File: src/sv/xsg_pkg.sv
// Shared types, codes and constants of the seeded xoshiro256++ generator.
`timescale 1ns / 1ps

package xsg_pkg;

  typedef logic [2:0] cmd_t;

  localparam cmd_t CMD_BEGIN   = 3'd0;
  localparam cmd_t CMD_BYTE    = 3'd1;
  localparam cmd_t CMD_FINISH  = 3'd2;
  localparam cmd_t CMD_RAW     = 3'd3;
  localparam cmd_t CMD_UNIFORM = 3'd4;
  localparam cmd_t CMD_BOUNDED = 3'd5;

  // 256-bit FNV offset basis, word k holds bits 64k+63..64k
  localparam logic [63:0] BASIS_W0 = 64'h1023b4c8caee0535;
  localparam logic [63:0] BASIS_W1 = 64'hc8b1536847b6bbb3;
  localparam logic [63:0] BASIS_W2 = 64'h2d98c384c4e576cc;
  localparam logic [63:0] BASIS_W3 = 64'hdd268dbcaac55036;

  // FNV prime = 2^168 + 0x163; 168 = 2 words + 40 bits
  localparam logic [8:0] PRIME_LOW       = 9'h163;
  localparam int         PRIME_BIT_SHIFT = 40;

  localparam int UNIFORM_SHIFT = 12;

  typedef struct packed {
    logic       load_in;      // capture the accepted item
    logic       clear_result; // result value and status to zero
    logic       load_basis;   // hash back to the offset basis
    logic       mul_step;     // one word of the hash multiply
    logic [1:0] mul_idx;      // which word of the multiply
    logic       shift_len;    // drop the absorbed length byte
    logic       load_gen;     // copy hash into generator words
    logic       gen_step;     // one xoshiro256++ step
    logic       load_mask;    // build the rejection mask
    logic       set_result;   // take the draw into the result
    logic       set_zero_rng; // flag range zero
    logic       load_out;     // move result into the output register
  } ctl_t;

  typedef struct packed {
    cmd_t cmd;
    logic len_zero;
    logic len_next_zero;
    logic range_zero;
    logic reject;
  } sts_t;

endpackage

File: src/sv/xsg_req_if.sv
// Command channel of the seeded generator.
`timescale 1ns / 1ps

interface xsg_req_if;
  logic                valid;
  logic                ready;
  logic [2:0]          command;
  logic [7:0]          seed_byte;
  logic [31:0]         seed_length;
  logic [63:0]         draw_range;

  modport source (output valid, command, seed_byte, seed_length, draw_range, input ready);
  modport sink   (input valid, command, seed_byte, seed_length, draw_range, output ready);
endinterface

File: src/sv/xsg_rsp_if.sv
// Result channel of the seeded generator.
`timescale 1ns / 1ps

interface xsg_rsp_if;
  logic        valid;
  logic        ready;
  logic [63:0] value;
  logic        status;

  modport source (output valid, value, status, input ready);
  modport sink   (input valid, value, status, output ready);
endinterface

File: src/sv/xoshiro256pp_seeded_generator_unit.sv
// Top level of the seeded xoshiro256++ generator.
//
// req carries one command item (begin seed, seed byte, finish seed, raw,
// uniform or bounded draw); rsp returns exactly one item per command:
// value (64 bits) and status (1 = bounded draw asked with range zero).
// Items are taken one at a time; req.ready is high while the controller
// is idle, also while an earlier result still sits in the output register.
// Work per command after acceptance, before rsp.valid:
//   raw / uniform draw          one generator step, then the result
//   bounded draw                one generator step and one compare per try,
//                               repeated while the draw is rejected
//   bounded draw, range zero    result set at once, no draw
//   seed byte                   hash multiply, one 64-bit word a cycle
//   begin seed                  hash to the offset basis, then one hash multiply per absorbed length byte (0 to 4)
//   finish seed                 four warm-up steps, one a cycle
// The next item can be taken the cycle after the result is loaded.
// Reset puts the hash at the FNV offset basis, and the generator words read
// as zero until the first finish seed. When rsp stalls, one result waits in
// the output register; a further result holds the controller until it drains.
`timescale 1ns / 1ps

module xoshiro256pp_seeded_generator_unit (
  input logic         clk,
  input logic         rst,
  xsg_req_if.sink     req,
  xsg_rsp_if.source   rsp
);

  xsg_pkg::ctl_t ctl;
  xsg_pkg::sts_t sts;

  xsg_ctrl u_ctrl (
    .clk       (clk),
    .rst       (rst),
    .in_valid  (req.valid),
    .in_ready  (req.ready),
    .out_valid (rsp.valid),
    .out_ready (rsp.ready),
    .sts       (sts),
    .ctl       (ctl)
  );

  xsg_datapath u_datapath (
    .clk         (clk),
    .rst         (rst),
    .command     (req.command),
    .seed_byte   (req.seed_byte),
    .seed_length (req.seed_length),
    .draw_range  (req.draw_range),
    .ctl         (ctl),
    .sts         (sts),
    .value       (rsp.value),
    .status      (rsp.status)
  );

endmodule

File: src/sv/xsg_datapath.sv
// Datapath: hash and generator words, word-serial hash multiply, draw and output registers.
`timescale 1ns / 1ps

module xsg_datapath (
  input  logic                clk,
  input  logic                rst,
  input  logic [2:0]          command,
  input  logic [7:0]          seed_byte,
  input  logic [31:0]         seed_length,
  input  logic [63:0]         draw_range,
  input  xsg_pkg::ctl_t       ctl,
  output xsg_pkg::sts_t       sts,
  output logic [63:0]         value,
  output logic                status
);

  xsg_pkg::cmd_t cmd;
  logic [7:0]    byte_reg;
  logic [31:0]   len;
  logic [63:0]   range_reg;
  logic [63:0]   mask;
  logic [63:0]   draw;
  logic [63:0]   res_value;
  logic          res_status;

  logic [63:0] hash [4];
  logic [63:0] gen  [4];
  logic [63:0] d1, d2, d3;   // earlier multiplicand words, for the 2^168 term
  logic [9:0]  carry;

  // hash multiply, one 64-bit word per cycle
  logic [7:0]  absorb_byte;
  logic [63:0] mul_a;
  logic [63:0] shift_term;
  logic [73:0] acc;

  always_comb begin
    absorb_byte = (cmd == xsg_pkg::CMD_BEGIN) ? len[7:0] : byte_reg;
    mul_a = hash[0];
    if (ctl.mul_idx == 2'd0) begin
      mul_a = hash[0] ^ {56'd0, absorb_byte};
    end
    shift_term = 64'd0;
    if (ctl.mul_idx[1]) begin
      shift_term = d2 << xsg_pkg::PRIME_BIT_SHIFT;
    end
    if (ctl.mul_idx == 2'd3) begin
      shift_term = shift_term | (d3 >> (64 - xsg_pkg::PRIME_BIT_SHIFT));
    end
    acc = ({10'd0, mul_a} * {65'd0, xsg_pkg::PRIME_LOW}) + {10'd0, shift_term}
        + {64'd0, (ctl.mul_idx == 2'd0) ? 10'd0 : carry};
  end

  // xoshiro256++ step
  logic [63:0] sum03, rot23, gen_out, t17;
  logic [63:0] s2a, s3a, s1n, s0n, s2n, s3n;

  always_comb begin
    sum03   = gen[0] + gen[3];
    rot23   = {sum03[40:0], sum03[63:41]};
    gen_out = rot23 + gen[0];
    t17     = gen[1] << 17;
    s2a     = gen[2] ^ gen[0];
    s3a     = gen[3] ^ gen[1];
    s1n     = gen[1] ^ s2a;
    s0n     = gen[0] ^ s3a;
    s2n     = s2a ^ t17;
    s3n     = {s3a[18:0], s3a[63:19]};
  end

  // mask: range - 1 with every bit below its top bit set
  logic [63:0] m0, m1, m2, m3, m4, m5, m6;
  always_comb begin
    m0 = range_reg - 64'd1;
    m1 = m0 | (m0 >> 1);
    m2 = m1 | (m1 >> 2);
    m3 = m2 | (m2 >> 4);
    m4 = m3 | (m3 >> 8);
    m5 = m4 | (m4 >> 16);
    m6 = m5 | (m5 >> 32);
  end

  logic [63:0] masked;
  assign masked = draw & mask;

  always_ff @(posedge clk) begin
    if (ctl.load_in) begin
      cmd       <= command;
      byte_reg  <= seed_byte;
      len       <= seed_length;
      range_reg <= draw_range;
    end
    if (ctl.shift_len) begin
      len <= len >> 8;
    end
    if (ctl.load_mask) begin
      mask <= m6;
    end

    if (rst || ctl.load_basis) begin
      hash[0] <= xsg_pkg::BASIS_W0;
      hash[1] <= xsg_pkg::BASIS_W1;
      hash[2] <= xsg_pkg::BASIS_W2;
      hash[3] <= xsg_pkg::BASIS_W3;
    end else if (ctl.mul_step) begin
      // ring: the finished word enters at the top, after four steps all are in place
      hash[0] <= hash[1];
      hash[1] <= hash[2];
      hash[2] <= hash[3];
      hash[3] <= acc[63:0];
    end
    if (ctl.mul_step) begin
      d1    <= mul_a;
      d2    <= d1;
      d3    <= d2;
      carry <= acc[73:64];
    end

    // generator words read as zero until seeded
    if (rst) begin
      gen[0] <= 64'd0;
      gen[1] <= 64'd0;
      gen[2] <= 64'd0;
      gen[3] <= 64'd0;
    end else if (ctl.load_gen) begin
      gen <= hash;
    end else if (ctl.gen_step) begin
      gen[0] <= s0n;
      gen[1] <= s1n;
      gen[2] <= s2n;
      gen[3] <= s3n;
      draw   <= gen_out;
    end

    if (ctl.clear_result) begin
      res_value  <= 64'd0;
      res_status <= 1'b0;
    end else if (ctl.set_zero_rng) begin
      res_value  <= 64'd0;
      res_status <= 1'b1;
    end else if (ctl.set_result) begin
      case (cmd)
        xsg_pkg::CMD_RAW:     res_value <= draw;
        xsg_pkg::CMD_UNIFORM: res_value <= draw >> xsg_pkg::UNIFORM_SHIFT;
        default:              res_value <= masked;
      endcase
    end

    if (ctl.load_out) begin
      value  <= res_value;
      status <= res_status;
    end
  end

  always_comb begin
    sts.cmd           = cmd;
    sts.len_zero      = (len == 32'd0);
    sts.len_next_zero = (len[31:8] == 24'd0);
    sts.range_zero    = (range_reg == 64'd0);
    sts.reject        = (masked >= range_reg);
  end

endmodule

File: src/sv/xsg_ctrl.sv
// Controller: sequences seeding, warm-up, draws and rejection, and owns the handshakes.
`timescale 1ns / 1ps

module xsg_ctrl (
  input  logic                clk,
  input  logic                rst,
  input  logic                in_valid,
  output logic                in_ready,
  output logic                out_valid,
  input  logic                out_ready,
  input  xsg_pkg::sts_t       sts,
  output xsg_pkg::ctl_t       ctl
);

  localparam logic [2:0] S_IDLE   = 3'd0;
  localparam logic [2:0] S_DECODE = 3'd1;
  localparam logic [2:0] S_MUL    = 3'd2;
  localparam logic [2:0] S_WARM   = 3'd3;
  localparam logic [2:0] S_GEN    = 3'd4;
  localparam logic [2:0] S_CHECK  = 3'd5;
  localparam logic [2:0] S_DONE   = 3'd6;

  logic [2:0] state, state_next;
  logic [1:0] cnt, cnt_next;
  logic       out_valid_next;

  assign in_ready = (state == S_IDLE);

  always_comb begin
    state_next = state;
    cnt_next   = cnt;
    ctl        = '0;
    ctl.mul_idx = cnt;

    unique case (state)
      S_IDLE: begin
        if (in_valid) begin
          ctl.load_in = 1'b1;
          state_next  = S_DECODE;
        end
      end
      S_DECODE: begin
        ctl.clear_result = 1'b1;
        cnt_next         = 2'd0;
        unique case (sts.cmd) inside
          xsg_pkg::CMD_BEGIN: begin
            ctl.load_basis = 1'b1;
            state_next = sts.len_zero ? S_DONE : S_MUL;
          end
          xsg_pkg::CMD_BYTE: state_next = S_MUL;
          xsg_pkg::CMD_FINISH: begin
            ctl.load_gen = 1'b1;
            state_next   = S_WARM;
          end
          xsg_pkg::CMD_RAW, xsg_pkg::CMD_UNIFORM: state_next = S_GEN;
          xsg_pkg::CMD_BOUNDED: begin
            ctl.load_mask = 1'b1;
            if (sts.range_zero) begin
              ctl.clear_result = 1'b0;
              ctl.set_zero_rng = 1'b1;
              state_next       = S_DONE;
            end else begin
              state_next = S_GEN;
            end
          end
          default: state_next = S_DONE;
        endcase
      end
      S_MUL: begin
        ctl.mul_step = 1'b1;
        cnt_next     = cnt + 2'd1;
        if (cnt == 2'd3) begin
          if (sts.cmd == xsg_pkg::CMD_BEGIN) begin
            // keep absorbing while higher length bytes remain
            ctl.shift_len = 1'b1;
            state_next = sts.len_next_zero ? S_DONE : S_MUL;
          end else begin
            state_next = S_DONE;
          end
        end
      end
      S_WARM: begin
        ctl.gen_step = 1'b1;
        cnt_next     = cnt + 2'd1;
        if (cnt == 2'd3) begin
          state_next = S_DONE;
        end
      end
      S_GEN: begin
        ctl.gen_step = 1'b1;
        state_next   = S_CHECK;
      end
      S_CHECK: begin
        if (sts.cmd == xsg_pkg::CMD_BOUNDED && sts.reject) begin
          state_next = S_GEN;
        end else begin
          ctl.set_result = 1'b1;
          state_next     = S_DONE;
        end
      end
      S_DONE: begin
        if (!out_valid || out_ready) begin
          ctl.load_out = 1'b1;
          state_next   = S_IDLE;
        end
      end
      default: state_next = S_IDLE;
    endcase

    out_valid_next = out_valid;
    if (ctl.load_out) begin
      out_valid_next = 1'b1;
    end else if (out_ready) begin
      out_valid_next = 1'b0;
    end
  end

  always_ff @(posedge clk) begin
    if (rst) begin
      state     <= S_IDLE;
      cnt       <= 2'd0;
      out_valid <= 1'b0;
    end else begin
      state     <= state_next;
      cnt       <= cnt_next;
      out_valid <= out_valid_next;
    end
  end

endmodule
File: src/flat_wrapper.sv
// flat-port wrapper written by rule: the top's interface ports become plain ports
module xoshiro256pp_seeded_generator_unit_flat 
  (clk, rst, req_valid, req_command, req_seed_byte, req_seed_length, req_draw_range, req_ready, rsp_valid, rsp_value, rsp_status, rsp_ready);
  xsg_req_if req_i ();
  xsg_rsp_if rsp_i ();
  input logic clk;
  input logic rst;
  input wire logic [$bits(req_i.valid)-1:0] req_valid;
  input wire logic [$bits(req_i.command)-1:0] req_command;
  input wire logic [$bits(req_i.seed_byte)-1:0] req_seed_byte;
  input wire logic [$bits(req_i.seed_length)-1:0] req_seed_length;
  input wire logic [$bits(req_i.draw_range)-1:0] req_draw_range;
  output wire logic [$bits(req_i.ready)-1:0] req_ready;
  output wire logic [$bits(rsp_i.valid)-1:0] rsp_valid;
  output wire logic [$bits(rsp_i.value)-1:0] rsp_value;
  output wire logic [$bits(rsp_i.status)-1:0] rsp_status;
  input wire logic [$bits(rsp_i.ready)-1:0] rsp_ready;
  assign req_i.valid = req_valid;
  assign req_i.command = req_command;
  assign req_i.seed_byte = req_seed_byte;
  assign req_i.seed_length = req_seed_length;
  assign req_i.draw_range = req_draw_range;
  assign req_ready = req_i.ready;
  assign rsp_valid = rsp_i.valid;
  assign rsp_value = rsp_i.value;
  assign rsp_status = rsp_i.status;
  assign rsp_i.ready = rsp_ready;
  xoshiro256pp_seeded_generator_unit u_core (.clk(clk), .rst(rst), .req(req_i), .rsp(rsp_i));
endmodule
File: config.mk
export PLATFORM = sky130hd
export DESIGN_NAME = xoshiro256pp_seeded_generator_unit_flat
export DESIGN_NICKNAME = d
export VERILOG_FILES = /design/src/sv/xsg_pkg.sv /design/src/sv/xsg_req_if.sv /design/src/sv/xsg_rsp_if.sv /design/src/sv/xoshiro256pp_seeded_generator_unit.sv /design/src/sv/xsg_datapath.sv /design/src/sv/xsg_ctrl.sv /design/src/flat_wrapper.sv
export SDC_FILE = /design/constraint.sdc
export NUM_CORES = 2
export LEC_CHECK = 0
export ABC_CLOCK_PERIOD_IN_PS = 6450
export BUFFER_PORTS_ARGS = -buffer_cell sky130_fd_sc_hd__buf_4
export CAP_MARGIN = 30
export CORE_MARGIN = 5
export CORE_UTILIZATION = 30
export CTS_BUF_LIST = sky130_fd_sc_hd__clkbuf_4 sky130_fd_sc_hd__clkbuf_8 sky130_fd_sc_hd__clkbuf_16
export DETAILED_ROUTE_END_ITERATION = 7
export PLACE_DENSITY = 0.51
export SYNTH_ARGS = -nofsm -noshare
export SYNTH_HDL_FRONTEND = slang
export SYNTH_SLANG_ARGS = --single-unit
File: constraint.sdc
create_clock -name clk -period 6.45 [get_ports clk]
set_input_delay 0.645 -clock clk [delete_from_list [all_inputs] [get_ports clk]]
set_output_delay 0.645 -clock clk [all_outputs]
set_load 0.02 [all_outputs]
==> run summary <==
The run finished, with violations left. The checks that failed: design-rule violations, negative setup slack. The most used flip-flop cell after synthesis is dfxtp_1.

For this run, the number of Yosys warnings is 0. A synthesized cell averages 9.39 µm². The largest total area in the synthesized netlist belongs to edfxtp_1.

The layout has 22,107 filler cells. Number of DRC violations after detailed-routing iteration 0: 4,910. The maximum clock insertion buffer count is 3.

By startpoint and endpoint, the worst setup path is classified as flop to flop. Clock tree synthesis selected as its root buffer the cell clkbuf_16. The beginning of the worst hold path was req_seed_length[24]. Cells with a size suffix above 1 make up 16.7% of the layout. The share of flip-flops with an asynchronous set or reset came out at 0%. The area growth from synthesis to layout is 23.5%. Setup repair after global routing could not meet its margin everywhere. The compound-gate portion of the synthesized area is 15.9%.

The synthesized netlist cell count is 7,044. Max-cap violations in this run came to 0. The number of detailed-routing iterations run before antenna repair is 8. Number of hold violations in the final report: 0. Across every metal layer, demand over resource in global routing totals 21.4%. The die boundary height was 479 µm.

For this design the top-level I/O count stands at 178. Portion of synthesized cell area occupied by the leading cell type: 21.3%. After floorplanning, the core was divided into 172 placement rows. The sequential share of the synthesized area came out at 39.2%. Of all nets on the critical path, the largest fanout is 8.

The startpoint identified for the worst register-to-register timing path is u_core.u_datapath.cmd[2]. The tools report the DRC violation count after routing as 14. The largest registers in the layout are u_core.u_datapath.gen x256, u_core.u_datapath.hash x256. Along the worst hold path, the cell count comes to 3.

The largest individual stage delay along the critical path comes from the cell fa_2. The measured slew at the worst slew-check pin works out to 1040 ps. Clock-pin slew was measured on the worst setup and hold paths at 60 ps. The netlist uses 80 different library cells.

Setup violations remaining at the end of the flow were counted as 13. The routed design could run at a clock period as short as 6620 ps. The detailed-route vias per instance works out to 5.18. TritonCTS built the clock tree. After synthesis, the largest family of logic cells by area is adder cells. After routing the design area is 81,700 µm². The area of combinational cells with multiple inputs was 38,000 µm²; the final setup skew was 29.2 ps. In this run the tool buffered the top-level ports with 177 buffer cells. For the worst setup path, the data arrival time is 7150 ps. The area of the core was 220,000 µm²; the via total after detailed routing was 55,598. The critical path data required time is 6980 ps, and the logic depth of the worst register-to-register path is 30.

The run gives 30.1% as the starting density of the core. The min-delay analysis places its worst path in the category input pin to flop. The remaining antenna violation count after routing came out at 0.

The ratio of final minimum period to clock period was 103%. The largest single stage delay on the critical path is 570 ps. The tools report the aggregate routed wire length as 253,000 µm. The relative max-transition margin is 30.6%, and the number of max-slew violations in the final report is 0. The sort of element at the start of the critical path is a flop.

After global routing the overflow that remains totals 0. The die covers 230,000 µm². The final layout contains 8,661 nets. In this run the critical register-to-register path is captured at u_core.u_datapath.carry[0]. The synthesized cell area was 66,100 µm²; the share of cell area taken by muxes after synthesis was 1.14%. In the post-synthesis netlist, the biggest area contributors are edfxtp_1 21%, dfxtp_1 18%, ha_1 10%.

Entering global routing, the biggest net connects 157 pins. The first global-routing pass estimated 369,000 µm of wire. Depth of the CTS H-tree: 4.

The initial antenna violation count is 10. Timing analysis after detailed placement gives a worst setup slack of -800 ps. For flop-to-flop paths, the worst setup slack is -170 ps. The placed instances occupy a cell area of 74,800 µm². Detailed placement ended at an HPWL of 197,000 µm.

Of the total synthesized cell area, the portion taken by XOR and XNOR cells is 5.43%. The via count of the first global-routing pass is 54,455, and the post-detailed-route wirelength per cell is 23.6 µm. The sequential cells in the finished layout cover a total of 26,000 µm². The number of nets in the synthesized netlist is 7,949. Routability-driven placement finished with a final weighted congestion of 0.967. After Yosys synthesis, full adders, half adders and majority gates account for 17.9% of the synthesized area.

The flop and latch count out of synthesis was 1,061; the setup slack of the critical path after layout was -169 ps. STA classifies the critical path endpoint as a flop. The clock buffer count from CTS was 130; the timing-limited maximum frequency was 151 MHz. The post-synthesis simple-gate area fraction is 14.9%. For this design, the sink count on the clock tree is 1,061. The die width works out to 479 µm. The path with the worst hold slack has its endpoint at u_core.u_datapath.len[24]. Count of flip-flops with a built-in enable after synthesis: 470. The run gives 800 ps as the clock latency at the later pin of the worst-skew pair. The worst hold slack across all endpoints came out at 107 ps.
==> per-stage QoR <==
| stage | instances | setup TNS [ps] | utilization (%) |
|---|---|---|---|
| floorplan | 7044 | 0 | - |
| global placement | 10381 | -20230 | 34.1 |
| detailed placement | 10381 | -19470 | 34.1 |
| CTS | 10704 | -3760 | 36.7 |
| global route | 10728 | -6580 | 37.2 |
| finish | 10733 | -1190 | 37.2 |
==> area by class of cell <==
class                      instances  area share (%)
antenna                            6          0.0184
multi-input combinational       5025            46.5
inverter                         611            2.82
timing repair buffer             927            9.18
clock buffer                     181            4.68
tap                             2871            4.40
clock inverter                    51           0.637
sequential                      1061            31.8
==> kinds of logic after synthesis <==
family | count (synthesis)
xor gates and xnor gates | 410
AOI/OAI and AO/OA | 1573
DFF | 1061
and+or+nand+nor | 2174
buffers and inverters | 958
muxes | 74
adders and majority gates | 794
==> layout by cell type (no fill, tap or decap), types with 34 or more instances in the layout <==
master / count
buf_4: 810
nor4_1: 34
a31oi_1: 38
a211oi_1: 52
a221oi_1: 68
a21o_1: 172
nand4_1: 67
a311o_1: 67
dfxtp_1: 583
o21bai_1: 34
nor3_1: 75
inv_1: 596
a311oi_1: 113
ha_1: 518
o211ai_1: 69
nand2_1: 925
nor2_1: 489
or3_1: 55
clkbuf_16: 135
mux2i_1: 66
a21oi_1: 463
o21ai_0: 224
fa_1: 245
dlygate4sd3_1: 75
a32o_1: 36
and3_1: 38
edfxtp_1: 470
nand2b_1: 42
xnor2_1: 187
nand3_1: 147
and2_1: 189
xor2_1: 200
==> worst max-delay path: cells and delay by family (launching register included) <==
family / cells / cell delay, ps
mux: 1 / 320
compound gates: 10 / 1600
simple gates: 3 / 440
buf+inv: 9 / 1160
flops: 1 / 410
xor+xnor: 1 / 110
fa+ha+maj: 6 / 2290
==> worst max-delay path by stage <==
stage,start,to,cells past startpoint
4_1_cts,u_core.u_datapath.cmd[0],u_core.u_datapath.carry[9],27
2_1_floorplan,u_core.u_ctrl.state[0],u_core.u_datapath.carry[0],6
3_5_place_dp,u_core.u_datapath.cmd[2],u_core.u_datapath.carry[4],29
5_1_grt,u_core.u_datapath.cmd[2],u_core.u_datapath.hash[56],29
6_report,u_core.u_datapath.cmd[2],u_core.u_datapath.carry[0],30
3_3_place_gp,u_core.u_datapath.cmd[2],u_core.u_datapath.hash[59],27
==> what timing repair did <==
item	CTS	global route
cloned	0	0
hold buffers	75	0
setup buffers	16	25
pin swaps	53	90
endpoints found under the setup margin	63	64
resized for setup	114	177
hold endpoints to repair	75	0
==> routing by layer <==
layer | up-vias | GRT usage [%] | share of wire, %
li1 | 26150 | - | -
met1 | 27446 | 29.4 | 45
met2 | 1683 | 34.7 | 46
met3 | 315 | 2.81 | 5.5
met4 | 4 | 7.07 | 3.7
met5 | - | 0 | 0.010
==> cell usage after synthesis (70+ instances only) <==
cell	instances
a21o_1	173
a21oi_1	491
a221oi_1	70
a311oi_1	113
and2_1	192
clkbuf_1	319
dfxtp_1	591
edfxtp_1	470
fa_1	251
ha_1	543
inv_1	610
nand2_1	941
nand3_1	150
nor2_1	497
nor3_1	80
o21ai_0	251
xnor2_1	208
xor2_1	202
Power is left out: the tool's default activity adds up to more than one toggle a clock period on the data nets, which glitch-free logic cannot reach.
